File: src/sv/iermatch_pkg.sv
package iermatch_pkg;

    localparam int MAX_PACKET_BYTES = 2048;
    localparam int IDX_W            = 12;
    localparam int IDX_LIMIT_INT    = (MAX_PACKET_BYTES > 4095) ? 4095 : MAX_PACKET_BYTES;
    localparam logic [IDX_W-1:0] IDX_LIMIT = IDX_LIMIT_INT[IDX_W-1:0];

    localparam logic [7:0] TYPE_V4_TIME_EXCEEDED = 8'd11;
    localparam logic [7:0] TYPE_V4_UNREACH       = 8'd3;
    localparam logic [7:0] CODE_V4_PORT_UNREACH  = 8'd3;
    localparam logic [7:0] TYPE_V6_TIME_EXCEEDED = 8'd3;
    localparam logic [7:0] TYPE_V6_UNREACH       = 8'd1;
    localparam logic [7:0] ICMP_HDR_BYTES        = 8'd8;
    localparam logic [7:0] IPV6_HDR_BYTES        = 8'd40;

    typedef enum logic [1:0] {
        CFG_IP_VERSION_SIX    = 2'd0,
        CFG_PROBE_SOURCE_PORT = 2'd1,
        CFG_PROBE_DEST_PORT   = 2'd2
    } t_cfg_index;

    typedef enum logic [1:0] {
        KIND_OTHER         = 2'd0,
        KIND_TIME_EXCEEDED = 2'd1,
        KIND_PORT_UNREACH  = 2'd2
    } t_reply_kind;

    typedef struct packed {
        logic [7:0]  icmp_type;
        logic [7:0]  icmp_code;
        logic [15:0] src_port;
        logic [15:0] dst_port;
        logic        complete;
    } t_capture;

    function automatic t_reply_kind classify(input logic v6, input logic [7:0] icmp_type,
                                             input logic [7:0] icmp_code);
        t_reply_kind kind;
        kind = KIND_OTHER;
        if (v6) begin
            if (icmp_type == TYPE_V6_TIME_EXCEEDED) begin
                kind = KIND_TIME_EXCEEDED;
            end else if (icmp_type == TYPE_V6_UNREACH) begin
                kind = KIND_PORT_UNREACH;
            end
        end else begin
            if (icmp_type == TYPE_V4_TIME_EXCEEDED && icmp_code == 8'd0) begin
                kind = KIND_TIME_EXCEEDED;
            end else if (icmp_type == TYPE_V4_UNREACH && icmp_code == CODE_V4_PORT_UNREACH) begin
                kind = KIND_PORT_UNREACH;
            end
        end
        return kind;
    endfunction

endpackage

File: src/sv/icmp_error_reply_matcher_core.sv
// Takes one reply byte per cycle; a new word is accepted every cycle while the
// result register is free or being drained.
// The result is registered and appears on o_out_valid in the cycle after the final byte is accepted.
// Throughput: one byte per cycle, bounded by the single result register.
// Synchronous active-low reset clears the configuration registers to zero, the
// packet parse state and the result valid flag.
module icmp_error_reply_matcher_core (
    input  logic        i_clk,
    input  logic        i_rst_n,
    input  logic        i_cfg_we,
    input  logic [1:0]  i_cfg_index,
    input  logic [15:0] i_cfg_data,
    input  logic        i_in_valid,
    output logic        o_in_stall,
    input  logic [7:0]  i_rx_byte,
    input  logic        i_end_of_packet,
    output logic        o_out_valid,
    input  logic        i_out_stall,
    output logic        o_port_match,
    output logic [1:0]  o_reply_kind,
    output logic [7:0]  o_icmp_type_seen,
    output logic [7:0]  o_icmp_code_seen,
    output logic        o_truncated
);
    import iermatch_pkg::*;

    logic        r_ip_version_six;
    logic [15:0] r_probe_source_port;
    logic [15:0] r_probe_dest_port;

    logic        r_out_valid;
    logic        r_port_match;
    t_reply_kind r_reply_kind;
    logic [7:0]  r_icmp_type;
    logic [7:0]  r_icmp_code;
    logic        r_truncated;

    logic        in_accept;
    logic        result_load;
    t_capture    cap;
    logic [15:0] want_dst;
    logic        n_port_match;
    t_reply_kind n_reply_kind;

    always_ff @(posedge i_clk) begin
        if (!i_rst_n) begin
            r_ip_version_six    <= 1'b0;
            r_probe_source_port <= '0;
            r_probe_dest_port   <= '0;
        end else if (i_cfg_we) begin
            case (t_cfg_index'(i_cfg_index))
                CFG_IP_VERSION_SIX:    r_ip_version_six    <= i_cfg_data[0];
                CFG_PROBE_SOURCE_PORT: r_probe_source_port <= i_cfg_data;
                CFG_PROBE_DEST_PORT:   r_probe_dest_port   <= i_cfg_data;
                default: ;
            endcase
        end
    end

    // hold input while a finished result is stuck downstream
    assign o_in_stall  = r_out_valid && i_out_stall;
    assign in_accept   = i_in_valid && !o_in_stall;
    assign result_load = in_accept && i_end_of_packet;

    iermatch_parse u_parse (
        .i_clk          (i_clk),
        .i_rst_n        (i_rst_n),
        .i_accept       (in_accept),
        .i_rx_byte      (i_rx_byte),
        .i_end_of_packet(i_end_of_packet),
        .i_v6           (r_ip_version_six),
        .o_cap          (cap)
    );

    always_comb begin
        want_dst     = r_probe_dest_port - 16'd1;
        n_port_match = cap.complete && (cap.src_port == r_probe_source_port)
                       && (cap.dst_port == want_dst);
        n_reply_kind = classify(r_ip_version_six, cap.icmp_type, cap.icmp_code);
    end

    always_ff @(posedge i_clk) begin
        if (!i_rst_n) begin
            r_out_valid <= 1'b0;
        end else if (result_load) begin
            r_out_valid <= 1'b1;
        end else if (!i_out_stall) begin
            r_out_valid <= 1'b0;
        end
    end

    always_ff @(posedge i_clk) begin
        if (result_load) begin
            r_port_match <= n_port_match;
            r_reply_kind <= n_reply_kind;
            r_icmp_type  <= cap.icmp_type;
            r_icmp_code  <= cap.icmp_code;
            r_truncated  <= !cap.complete;
        end
    end

    assign o_out_valid      = r_out_valid;
    assign o_port_match     = r_port_match;
    assign o_reply_kind     = r_reply_kind;
    assign o_icmp_type_seen = r_icmp_type;
    assign o_icmp_code_seen = r_icmp_code;
    assign o_truncated      = r_truncated;

endmodule

File: src/sv/iermatch_parse.sv
module iermatch_parse (
    input  logic                   i_clk,
    input  logic                   i_rst_n,
    input  logic                   i_accept,
    input  logic [7:0]             i_rx_byte,
    input  logic                   i_end_of_packet,
    input  logic                   i_v6,
    output iermatch_pkg::t_capture o_cap
);
    import iermatch_pkg::*;

    logic [IDX_W-1:0] r_byte_index;
    logic [5:0]       r_icmp_start;
    logic [7:0]       r_udp_start;
    t_capture         r_cap;

    logic [IDX_W-1:0] n_byte_index;
    logic [5:0]       n_icmp_start;
    logic [7:0]       n_udp_start;
    t_capture         n_cap;

    logic             in_range;
    logic [5:0]       ic;
    logic [IDX_W-1:0] ic_ext;
    logic [IDX_W-1:0] hdr_end;
    logic [7:0]       us;
    logic [IDX_W-1:0] us_ext;
    logic             ports_known;

    always_comb begin
        in_range     = (r_byte_index < IDX_LIMIT);
        n_byte_index = r_byte_index;
        n_icmp_start = r_icmp_start;
        n_udp_start  = r_udp_start;
        n_cap        = r_cap;

        // outer IPv4 header length locates the ICMP header
        if (in_range && !i_v6 && r_byte_index == '0) begin
            n_icmp_start = {i_rx_byte[3:0], 2'b00};
        end
        ic      = i_v6 ? 6'd0 : n_icmp_start;
        ic_ext  = {{(IDX_W-6){1'b0}}, ic};
        hdr_end = ic_ext + {{(IDX_W-8){1'b0}}, ICMP_HDR_BYTES};

        // quoted inner header length locates the UDP ports
        if (in_range && !i_v6 && r_byte_index == hdr_end) begin
            n_udp_start = {2'b00, ic} + ICMP_HDR_BYTES + {2'b00, i_rx_byte[3:0], 2'b00};
        end
        us          = i_v6 ? (ICMP_HDR_BYTES + IPV6_HDR_BYTES) : n_udp_start;
        us_ext      = {{(IDX_W-8){1'b0}}, us};
        ports_known = i_v6 || (r_byte_index >= hdr_end);

        if (in_range) begin
            n_byte_index = r_byte_index + 12'd1;
            if (r_byte_index == ic_ext) begin
                n_cap.icmp_type = i_rx_byte;
            end
            if (r_byte_index == ic_ext + 12'd1) begin
                n_cap.icmp_code = i_rx_byte;
            end
            if (ports_known) begin
                if (r_byte_index == us_ext) begin
                    n_cap.src_port[15:8] = i_rx_byte;
                end else if (r_byte_index == us_ext + 12'd1) begin
                    n_cap.src_port[7:0] = i_rx_byte;
                end else if (r_byte_index == us_ext + 12'd2) begin
                    n_cap.dst_port[15:8] = i_rx_byte;
                end else if (r_byte_index == us_ext + 12'd3) begin
                    n_cap.dst_port[7:0] = i_rx_byte;
                    n_cap.complete      = 1'b1;
                end
            end
        end
    end

    assign o_cap = n_cap;

    // clear everything after the final byte so the next reply starts fresh
    always_ff @(posedge i_clk) begin
        if (!i_rst_n) begin
            r_byte_index <= '0;
            r_icmp_start <= '0;
            r_udp_start  <= '0;
            r_cap        <= '0;
        end else if (i_accept) begin
            if (i_end_of_packet) begin
                r_byte_index <= '0;
                r_icmp_start <= '0;
                r_udp_start  <= '0;
                r_cap        <= '0;
            end else begin
                r_byte_index <= n_byte_index;
                r_icmp_start <= n_icmp_start;
                r_udp_start  <= n_udp_start;
                r_cap        <= n_cap;
            end
        end
    end

endmodule

File: config.mk
export PLATFORM = sky130hd
export DESIGN_NAME = icmp_error_reply_matcher_core
export DESIGN_NICKNAME = d
export VERILOG_FILES = /design/src/sv/iermatch_pkg.sv /design/src/sv/icmp_error_reply_matcher_core.sv /design/src/sv/iermatch_parse.sv
export SDC_FILE = /design/constraint.sdc
export NUM_CORES = 1
export LEC_CHECK = 0
export BUFFER_PORTS_ARGS = -buffer_cell sky130_fd_sc_hd__buf_4
export CAP_MARGIN = 20
export CORE_AREA = 2 2 160 162
export DETAILED_ROUTE_END_ITERATION = 10
export DIE_AREA = 0 0 162 164
export PLACE_DENSITY_LB_ADDON = 0.12
export SYNTH_ARGS = -nofsm -noshare
export SYNTH_HDL_FRONTEND = slang
export SYNTH_SLANG_ARGS = --single-unit
File: constraint.sdc
create_clock -name i_clk -period 7.75 [get_ports i_clk]
set_input_delay 0.3875 -clock i_clk [delete_from_list [all_inputs] [get_ports i_clk]]
set_output_delay 0.3875 -clock i_clk [all_outputs]
set_load 0.02 [all_outputs]
Word-level counts from Yosys, hierarchy flattened

Index checks and enable logic that the tools add are counted.

Bits in registers: 129
Input bits: 32
Output and inout port bits: 22
Word-level logic and storage cells: 93

Eq/ne operators: 16
Reductions and logical operators: 22
Multiplexer cells: 27
Add/subtract/negate cells: 9
Magnitude comparators: 2

Operators by type and width:

| kind                                                                   | count |
|---|---|
| 49-bit two-way mux                                                     | 2 |
| 8-bit two-way mux                                                      | 8 |
| 12-bit equality test                                                   | 5 |
| 33-bit two-way mux                                                     | 1 |
| 16-bit equality test                                                   | 2 |
| 25-bit two-way mux                                                     | 1 |
| 12-bit two-way mux                                                     | 2 |
| 8-bit by 2-bit adder with 9-bit output (second input constant)         | 2 |
| 6-bit two-way mux                                                      | 3 |
| 9-bit two-way mux                                                      | 2 |
| 17-bit two-way mux                                                     | 1 |
| 8-bit by 2-bit equality test with 1-bit output (second input constant) | 2 |
| 16-bit by 1-bit subtractor with 16-bit output (second input constant)  | 1 |
| 6-bit by 4-bit adder with 7-bit output (second input constant)         | 2 |
| 12-bit by 1-bit adder with 12-bit output (second input constant)       | 1 |
| 12-bit by 6-bit equality test with 1-bit output                        | 1 |
| 12-bit by 8-bit equality test with 1-bit output                        | 1 |
| 12-bit >= comparator                                                   | 1 |
| 12-bit logical NOT                                                     | 1 |
| 12-bit < comparator (second input constant)                            | 1 |
| 1-bit logical AND                                                      | 10 |
| 2-bit two-way mux                                                      | 5 |
| 8-bit by 1-bit adder with 9-bit output (second input constant)         | 1 |
| 8-bit by 6-bit adder with 8-bit output                                 | 1 |
| other kinds (13)                                                       | 19 |

Logic depth before layout (Yosys ltp)

Gate-level depths: netlist of the first run.

Depth after elaboration: 23
Depth in mapped cells: 31
Mapped depth without buffers: 28

Hierarchy

Synthesis of the first run repeated with hierarchy kept, for this count alone.

Cell total of the unflattened synthesis: 1099
Area total of the unflattened synthesis: 9157.5 µm²

Modules (own cells, without submodules):

| module                        | instances | seq. area each (µm²) | cells an instance | area an instance (µm²) |
|---|---|---|---|---|
| iermatch_parse                | 1         | 1501.4               | 821               | 6495.0 |
| icmp_error_reply_matcher_core | 1         | 1281.2               | 278               | 2662.6 |

Worst setup path after synthesis of the first run

OpenSTA, ideal clock, no wires.

Kind: flip-flop to flip-flop
Start: register u_parse.r_byte_index[1]
End: register r_port_match (netlist: o_port_match), data pin
Setup slack: 0.610 ns
Clock period less this slack: 7.140 ns
Path buffers: 2
Required time: 7.580 ns
Cell stages (with the launch flop): 31
Arrival time: 6.971 ns
Cell sequence: dfxtp_1 -> clkbuf_1 -> inv_1 -> ha_1 -> nor4b_1 -> nand4_1 -> clkbuf_1 -> nand3_1 -> a21o_1 -> xnor2_1 -> inv_1 -> ha_1 -> nand4b_1 -> or4_4 -> a211o_4 -> a221oi_4 -> nor2_1 -> inv_1 -> ha_1 -> a22o_1 -> nand2_1 -> a211oi_1 -> nand2_1 -> a211oi_1 -> a31oi_1 -> or4_1 -> nor2_2 -> mux2i_1 -> xnor2_1 -> or4_1 -> nor4_2

Word-level cells in the longest chain between the ends: 20

RTL lines:

| element                                                                      | RTL line                                                                 | source |
|---|---|---|
| start: declaration                                                           | iermatch_parse.sv:12                                                     | `logic [IDX_W-1:0] r_byte_index;` |
| start signal: assignment                                                     | iermatch_parse.sv:92                                                     | `r_byte_index <= n_byte_index;` |
| parallel branches: the longest is 17 deep, another holds 12-bit < comparator | n/a                                                                      |  |
| 49-bit two-way mux (*)                                                       | iermatch_parse.sv:53                                                     | `if (in_range) begin` |
| 16-bit equality test / 1-bit logical AND (equally long branches)             | icmp_error_reply_matcher_core.sv:78, icmp_error_reply_matcher_core.sv:77 |  |
| 1-bit logical AND (*)                                                        | icmp_error_reply_matcher_core.sv:78                                      | `&& (cap.dst_port == want_dst);` |
| named net n_port_match                                                       | icmp_error_reply_matcher_core.sv:42                                      | `logic n_port_match;` |
| end signal: assignment                                                       | icmp_error_reply_matcher_core.sv:94                                      | `r_port_match <= n_port_match;` |
| end: declaration                                                             | icmp_error_reply_matcher_core.sv:32                                      | `logic r_port_match;` |

Mark *: on every way through the listed nets, which the timed path passes.
A chain may end at the register's enable or synchronous reset.

Worst setup path after layout of the first run

Start: register u_parse.r_byte_index[3]
End: register r_port_match (netlist: o_port_match), data pin

The elaborated chain is that of the path after synthesis.

==> results.ini, run 1 <==
[placement]
dp_hpwl_um = 21170
routabilityCongestion = 0.8998
dp_slack_ns = 0.4972
io_buffers = 53

[timing]
max_freq_ghz = 0.1390
fin_crit_sh_pct = 92.83
min_period_ns = 7.194
rsz0062_at_grt = false
slew_headroom_pct = 27.89
fin_setup_tns_ns = 0
slew_violations = 0
setup-violations-final = 0
layout_setup_ws_ns = 0.5556
tightest_slew_ns = 1.078
fin_skew_ns = 0.01279
hold_viol = 0

[route]
first_pass_iters = 5
drtAntennaViolNets = 0
wirelength_um = 28660
wl_per_cell_um = 19.62
vias_per_cell = 5.418
first_iter_violations = 635
drc = 0
vias = 7916

[floorplan]
placementRows = 58
start_util_pct = 34.44
core-area_um2 = 24820
fp.dieH_um = 164
die_x_um = 162
io_pins = 54
die-area_um2 = 26570

[layout]
area_growth_pct = 16.10
fillers = 2639
num_antenna_cells = 0
nNetsFinal = 1168
drive_above_1_share_pct = 12.82

[logic_synthesis]
synth_edf_count = 20
syn_inst = 1078
ys.flop_type = dfxtp_1
mappedNetlistArea_um2 = 8547
synth_top_area_share_pct = 25.53
yosysTopAreaCell = dfxtp_1
ys_seq_elements = 129
ys_warn_count = 0
async_reset_ff_share_pct = 0
synth_area_leaders = dfxtp_1 (26%), edfxtp_1 (7.0%), nand2_1 (6.3%), xnor2_1 (4.8%), mux2i_1 (3.5%)
syn_area_per_cell_um2 = 7.929
synth.distinct_cells = 77
ys_seq_area_share_pct = 32.56
synthesis.nets = 1128

[power]
ir_worst_vdd_mv = 0.1478
power_leakage_nw = 3.704
cellPowerDensity_nw_per_um2 = 194.0
total_power_w = 0.001925

[hold_path]
hold_path.class = in2reg
hold_start = i_cfg_data[2]

[setup_path]
rrSetupSlack_ns = 0.56
cp_num_buf_inv = 3
worst-path-max-fanout = 15
cp.required_ns = 8.00
crit_family = simple AND/OR/NAND/NOR gates
worstSetupPathType = reg2reg
cp_slowest_cell = or4b_1
cp-end-kind = register
start_kind = register
arrival_ns = 7.45
slowest_delay_ns = 0.64
crit_start = u_parse.r_byte_index[3]
r2r_start = u_parse.r_byte_index[3]

[global_routing]
grt_max_degree = 61
grtUsageTotal_pct = 21.84
grt_pass1_vias = 7584
grt_antenna_before_repair = 0
grt_pass1_wl_um = 44480
grt_overflow = 0

[clocking]
path_clk_slew_ns = 0.07
htree_num_levels = 4
cts_tree = built
cts_buffers = 17
root_buffer = clkbuf_16
clockBufferDepth = 2
cts_sinks = 129
clk_latency_ns = 0.43

[run_status]
outcome = completed

[run]
drv_cap = 0

power by group:
part	internal [W]	total (W)	switching, W
sequential	0.000694	0.000707	0.0000123
combinational	0.000144	0.000390	0.000246
clock	0.000459	0.000829	0.000369
total	0.00130	0.00193	0.000627
stage by stage:
stage	utilization [%]	hold slack, ns	cells	area [um2]
after floorplan	-	0.4553	1078	8547
after global placement	37.57	0.4670	1429	9325
after detailed placement	37.57	0.4751	1429	9325
after CTS	39.94	0.2075	1461	9912
after global routing	39.98	0.2121	1461	9923
final	39.98	0.2195	1461	9923
placed cells by master, fill, tap and decap left out, types with 9 or more instances in the layout:
| cell | n |
|---|---|
| dfxtp_1 | 109 |
| buf_4 | 81 |
| and3_1 | 11 |
| mux2i_1 | 30 |
| ha_1 | 17 |
| edfxtp_1 | 20 |
| nor2b_1 | 43 |
| nor4_1 | 17 |
| a21oi_1 | 49 |
| nand2b_1 | 16 |
| o21ai_0 | 48 |
| and2_1 | 31 |
| inv_1 | 47 |
| nor3_1 | 25 |
| nand3_1 | 34 |
| a21boi_0 | 35 |
| a211oi_1 | 10 |
| a22oi_1 | 37 |
| xnor2_1 | 47 |
| nor2_1 | 66 |
| nand2_1 | 143 |
| xor2_1 | 27 |
| nand4_1 | 21 |
| clkbuf_16 | 17 |
| o21ai_1 | 9 |
final timing paths:
check                            to  depth (start not counted)
max                    o_port_match                         27
min          r_probe_source_port[2]                          3
max reg2reg            o_port_match                         27
min reg2reg  r_probe_source_port[9]                          2
repair_timing:
action / CTS / global route
resized for setup: 0 / 2
hold buffers: 0 / 0
setup buffers: 0 / 0
endpoints found under the setup margin: 0 / 1
cell families (layout without fill, tap and decap cells):
group / Yosys count / count (layout) / synth area share [%]
AND/OR/NAND/NOR: 456 / 456 / 27.29
AO/OA/AOI/OAI: 259 / 259 / 20.58
flip-flops: 129 / 129 / 32.56
buffers and inverters: 107 / 160 / 4.963
XOR/XNOR: 75 / 75 / 7.847
multiplexers: 34 / 34 / 4.040
adder cells (fa/ha/maj): 18 / 18 / 2.723
per-layer routing:
layer	GRT usage, %	vias to the layer above	part of all wire, %
li1	-	3915	-
met1	30.26	3728	47
met2	35.22	238	46
met3	3.157	35	5.0
met4	6.677	0	1.8
met5	0	-	0
worst reg2reg max path, cell delays in order, from the launching register on:
cell,delay [ns]
dfxtp_1,0.51
or4b_1,0.64
nor4_2,0.22
buf_4,0.21
nand3_1,0.08
a21o_1,0.20
xnor2_1,0.21
inv_1,0.07
ha_1,0.32
nand4b_1,0.12
or4_4,0.49
a211o_4,0.38
a221oi_4,0.30
nor2_1,0.13
inv_1,0.08
ha_1,0.16
a22o_1,0.14
nand2_1,0.07
a211oi_2,0.31
nand2_1,0.12
a211oi_1,0.23
a31oi_1,0.07
or4_1,0.62
nor2_2,0.28
mux2i_1,0.24
nand4_1,0.08
or4_1,0.52
nor4_2,0.21
sequential cells by signal, summed over array words and instances, names as in the netlist:
signal	flops
u_parse.r_cap	49
r_probe_dest_port	16
r_probe_source_port	16
u_parse.r_byte_index	12
o_icmp_code_seen	8
o_icmp_type_seen	8
u_parse.r_udp_start	8
u_parse.r_icmp_start	6
o_reply_kind	2
o_out_valid	1
o_port_match	1
o_truncated	1
r_ip_version_six	1
final cells by class:
type / count / area, um2 / area share [%]
Clock buffer: 17 / 425.4 / 4.287
Inverter: 47 / 176.4 / 1.778
Multi-Input combinational cell: 842 / 5356 / 53.98
Tap cell: 330 / 412.9 / 4.161
Timing Repair Buffer: 81 / 608.1 / 6.128
Clock inverter: 15 / 161.4 / 1.627
Sequential cell: 129 / 2783 / 28.04
Yosys cell counts (3+ instances only):
library cell,number
a21oi_1,49
o21ai_0,48
and2_1,31
nand3_1,34
o31ai_1,6
a31oi_1,8
nor4_1,17
nand2_1,143
mux2i_1,30
mux2_2,4
a22oi_1,37
or3_1,7
edfxtp_1,20
nand4_1,21
o22ai_1,4
or2_2,7
and3_1,11
nand2b_1,16
o21ai_1,9
a21o_1,7
a22o_1,3
or4_1,8
nor3b_1,5
ha_1,17
dfxtp_1,109
a211oi_1,11
a21boi_0,35
nor3_1,26
a211o_1,3
xor2_1,27
buf_2,9
nor2b_1,43
o21a_1,3
inv_1,47
nor4_2,3
a31o_2,3
o211ai_1,4
clkbuf_1,48
nor2_1,66
xnor2_1,47
nor4b_1,5
No activity file was read; power rests on OpenSTA's default activity.
==> run 2, diff against run 1 <==
--- a/config.mk
+++ b/config.mk
@@ -5,11 +5,11 @@
 export SDC_FILE = /design/constraint.sdc
 export NUM_CORES = 1
 export LEC_CHECK = 0
-export BUFFER_PORTS_ARGS = -buffer_cell sky130_fd_sc_hd__buf_4
 export CAP_MARGIN = 20
 export CORE_AREA = 2 2 160 162
 export DETAILED_ROUTE_END_ITERATION = 10
 export DIE_AREA = 0 0 162 164
+export DONT_BUFFER_PORTS = 1
 export PLACE_DENSITY_LB_ADDON = 0.12
 export SYNTH_ARGS = -nofsm -noshare
 export SYNTH_HDL_FRONTEND = slang
==> run 2 against run 1 <==
Utilization fell by 1.4 points. Flip-flop and latch count did not move. Critical path depth rose by 2. Critical path type unchanged. Cell area fell by 3.5%. Worst setup slack got worse by 0.092 ns. Clock-buffer cell count rose by 1. First-iteration DRC count fell by 24%.
==> results.ini, run 2 (synthesized netlist as in run 1, its figures left out) <==
[timing]
rsz0062_at_grt = false
fin_setup_tns_ns = 0  ; unchanged
hold_ws_ns = 0.1007  ; -0.1188 ns
tightest_slew_ns = 0.9076  ; -0.1700 ns
slew_headroom_pct = 39.26  ; +11 points
fin_crit_sh_pct = 94.02  ; +1.2 points
max_freq_ghz = 0.1372  ; -1.3%
slew_violations = 0  ; unchanged
min_period_ns = 7.287  ; +0.09235 ns
fin_skew_ns = 0.01135  ; -0.001443 ns
hold_viol = 0  ; unchanged
setup-violations-final = 0  ; unchanged

[setup_path]
cp-end-kind = register
worstSetupPathType = reg2reg
cp.required_ns = 8.00  ; about the same
worst-path-max-fanout = 6  ; -9
cp_slowest_cell = or4_1
crit_family = simple AND/OR/NAND/NOR gates
slowest_delay_ns = 0.63  ; about the same
arrival_ns = 7.53  ; +0.08 ns
start_kind = register
cp_num_buf_inv = 4  ; +1

[placement]
routabilityCongestion = 0.8738  ; -2.9%
dp_hpwl_um = 20660  ; -2.4%
io_buffers = 0  ; -100%

[global_routing]
grt_antenna_before_repair = 0  ; unchanged
grt_overflow = 0  ; unchanged
grt_pass1_wl_um = 43840  ; -1.4%
grtUsageTotal_pct = 21.44  ; -0.41 points
grt_pass1_vias = 7524  ; -0.79%
grt_max_degree = 101  ; +66%

[run_status]
outcome = completed

[layout]
fillers = 2645  ; +0.23%
regMostFlops = u_parse.r_cap
seqCellArea_um2 = 2783  ; unchanged
largest_reg_flops = 49  ; unchanged
area_growth_pct = 11.99
multiInputGateArea_um2 = 5350  ; -0.12%
num_antenna_cells = 0  ; unchanged
drive_above_1_share_pct = 9.016  ; -3.8 points
final_common_cell = nand2_1
nNetsFinal = 1124  ; -3.8%
reg_top3 = u_parse.r_cap x49, r_probe_dest_port x16, r_probe_source_port x16
layout_common_cells = nand2_1 (143), dfxtp_1 (109), nor2_1 (66), a21oi_1 (49), o21ai_0 (48)

[clocking]
htree_num_levels = 4  ; unchanged
clk_latency_ns = 0.42  ; about the same
cts_buffers = 17  ; unchanged
cts_tree = built
clockBufferDepth = 2  ; unchanged
path_clk_slew_ns = 0.07  ; about the same
root_buffer = clkbuf_16
cts_hold_buf = 0  ; unchanged
cts_sinks = 129  ; unchanged

[floorplan]
die_x_um = 162  ; unchanged
io_pins = 54  ; unchanged
core-area_um2 = 24820  ; unchanged
die-area_um2 = 26570  ; unchanged
start_util_pct = 34.44  ; unchanged
fp.dieH_um = 164  ; unchanged
placementRows = 58  ; unchanged

[power]
seqPwrFrac_pct = 38.7  ; +2.0 points
cellPowerDensity_nw_per_um2 = 192.3  ; -0.89%
p_sw_w = 0.0005694  ; -9.2%
cell_internal_pwr_w = 0.001271  ; -2.1%
power_leakage_nw = 3.488  ; -5.8%
ir_worst_vdd_mv = 0.1136  ; -23%
power_frac_comb_pct = 18.0  ; -2.2 points
netSwitchingFraction_pct = 30.94  ; -1.6 points
power.share.clock_pct = 43.2  ; about the same

[run]
drv_cap = 0  ; unchanged

[route]
drtAntennaViolNets = 0  ; unchanged
wl_per_cell_um = 19.79  ; +0.88%
drc = 0  ; unchanged
vias = 7787  ; -1.6%
first_pass_iters = 5  ; unchanged
wirelength_um = 28040  ; -2.2%
first_iter_violations = 483  ; -24%
vias_per_cell = 5.495  ; +1.4%

[hold_path]
hold_path.class = in2reg

run 2: cell count changes in the layout (fill, tap and decap cells not counted), sizes merged:
cell	previous run	this run
buf	81	37
clkbuf	17	18
clkinv	1	2
clkinvlp	2	1
inv	58	57
run 2: repair_timing:
item,4_1_cts,5_1_grt
gates resized for setup,0,1
setup buffers,0,2
endpoints found under the setup margin,0,1
run 2: per-layer routing:
metal / part of all wire, % / global-route usage, % / up-vias
met4: 1.7 / 6.074 / 0
li1: - / - / 3830
met5: 0 / 0 / -
met1: 47 / 28.74 / 3689
met2: 46 / 35.51 / 239
met3: 5.2 / 3.687 / 29
run 2: area by class of cell:
| cell class | instances | area share (%) |
|---|---|---|
| tap | 330 | 4.314 |
| clock inverter | 14 | 1.490 |
| timing repair buffer | 37 | 2.902 |
| sequential | 129 | 29.07 |
| clock buffer | 18 | 4.484 |
| multi-input combinational | 842 | 55.90 |
| inverter | 47 | 1.843 |
run 2: path summary, 6_finish.rpt:
check                                             start                 endpoint  slack, ns  cells past startpoint
worst max-delay path            u_parse.r_byte_index[0]             o_port_match       0.46                     29
worst min-delay path                     i_cfg_data[10]  r_probe_source_port[10]       0.10                      2
worst min register to register   r_probe_source_port[0]   r_probe_source_port[0]       0.48                      2
worst max register to register  u_parse.r_byte_index[0]             o_port_match       0.46                     29
run 2: power groups by stage:
stage	sequential, W	combinational (W)	clock [W]
global placement	0.000728	0.000329	0
finish	0.000713	0.000332	0.000795
global route	0.000715	0.000363	0.000842
detailed placement	0.000728	0.000327	0
floorplan	0.000723	0.000248	0
CTS	0.000713	0.000329	0.000817
run 2: per-stage QoR:
step / instances / power (W) / setup slack [ns] / cell area, um2 / util [%]
floorplan: 1078 / 0.0009707 / 0.6096 / 8547 / -
global placement: 1383 / 0.001057 / 0.4363 / 8980 / 36.18
detailed placement: 1383 / 0.001055 / 0.2992 / 8980 / 36.18
CTS: 1415 / 0.001859 / 0.2474 / 9552 / 38.49
global route: 1417 / 0.001920 / 0.01223 / 9572 / 38.57
finish: 1417 / 0.001840 / 0.4632 / 9572 / 38.57
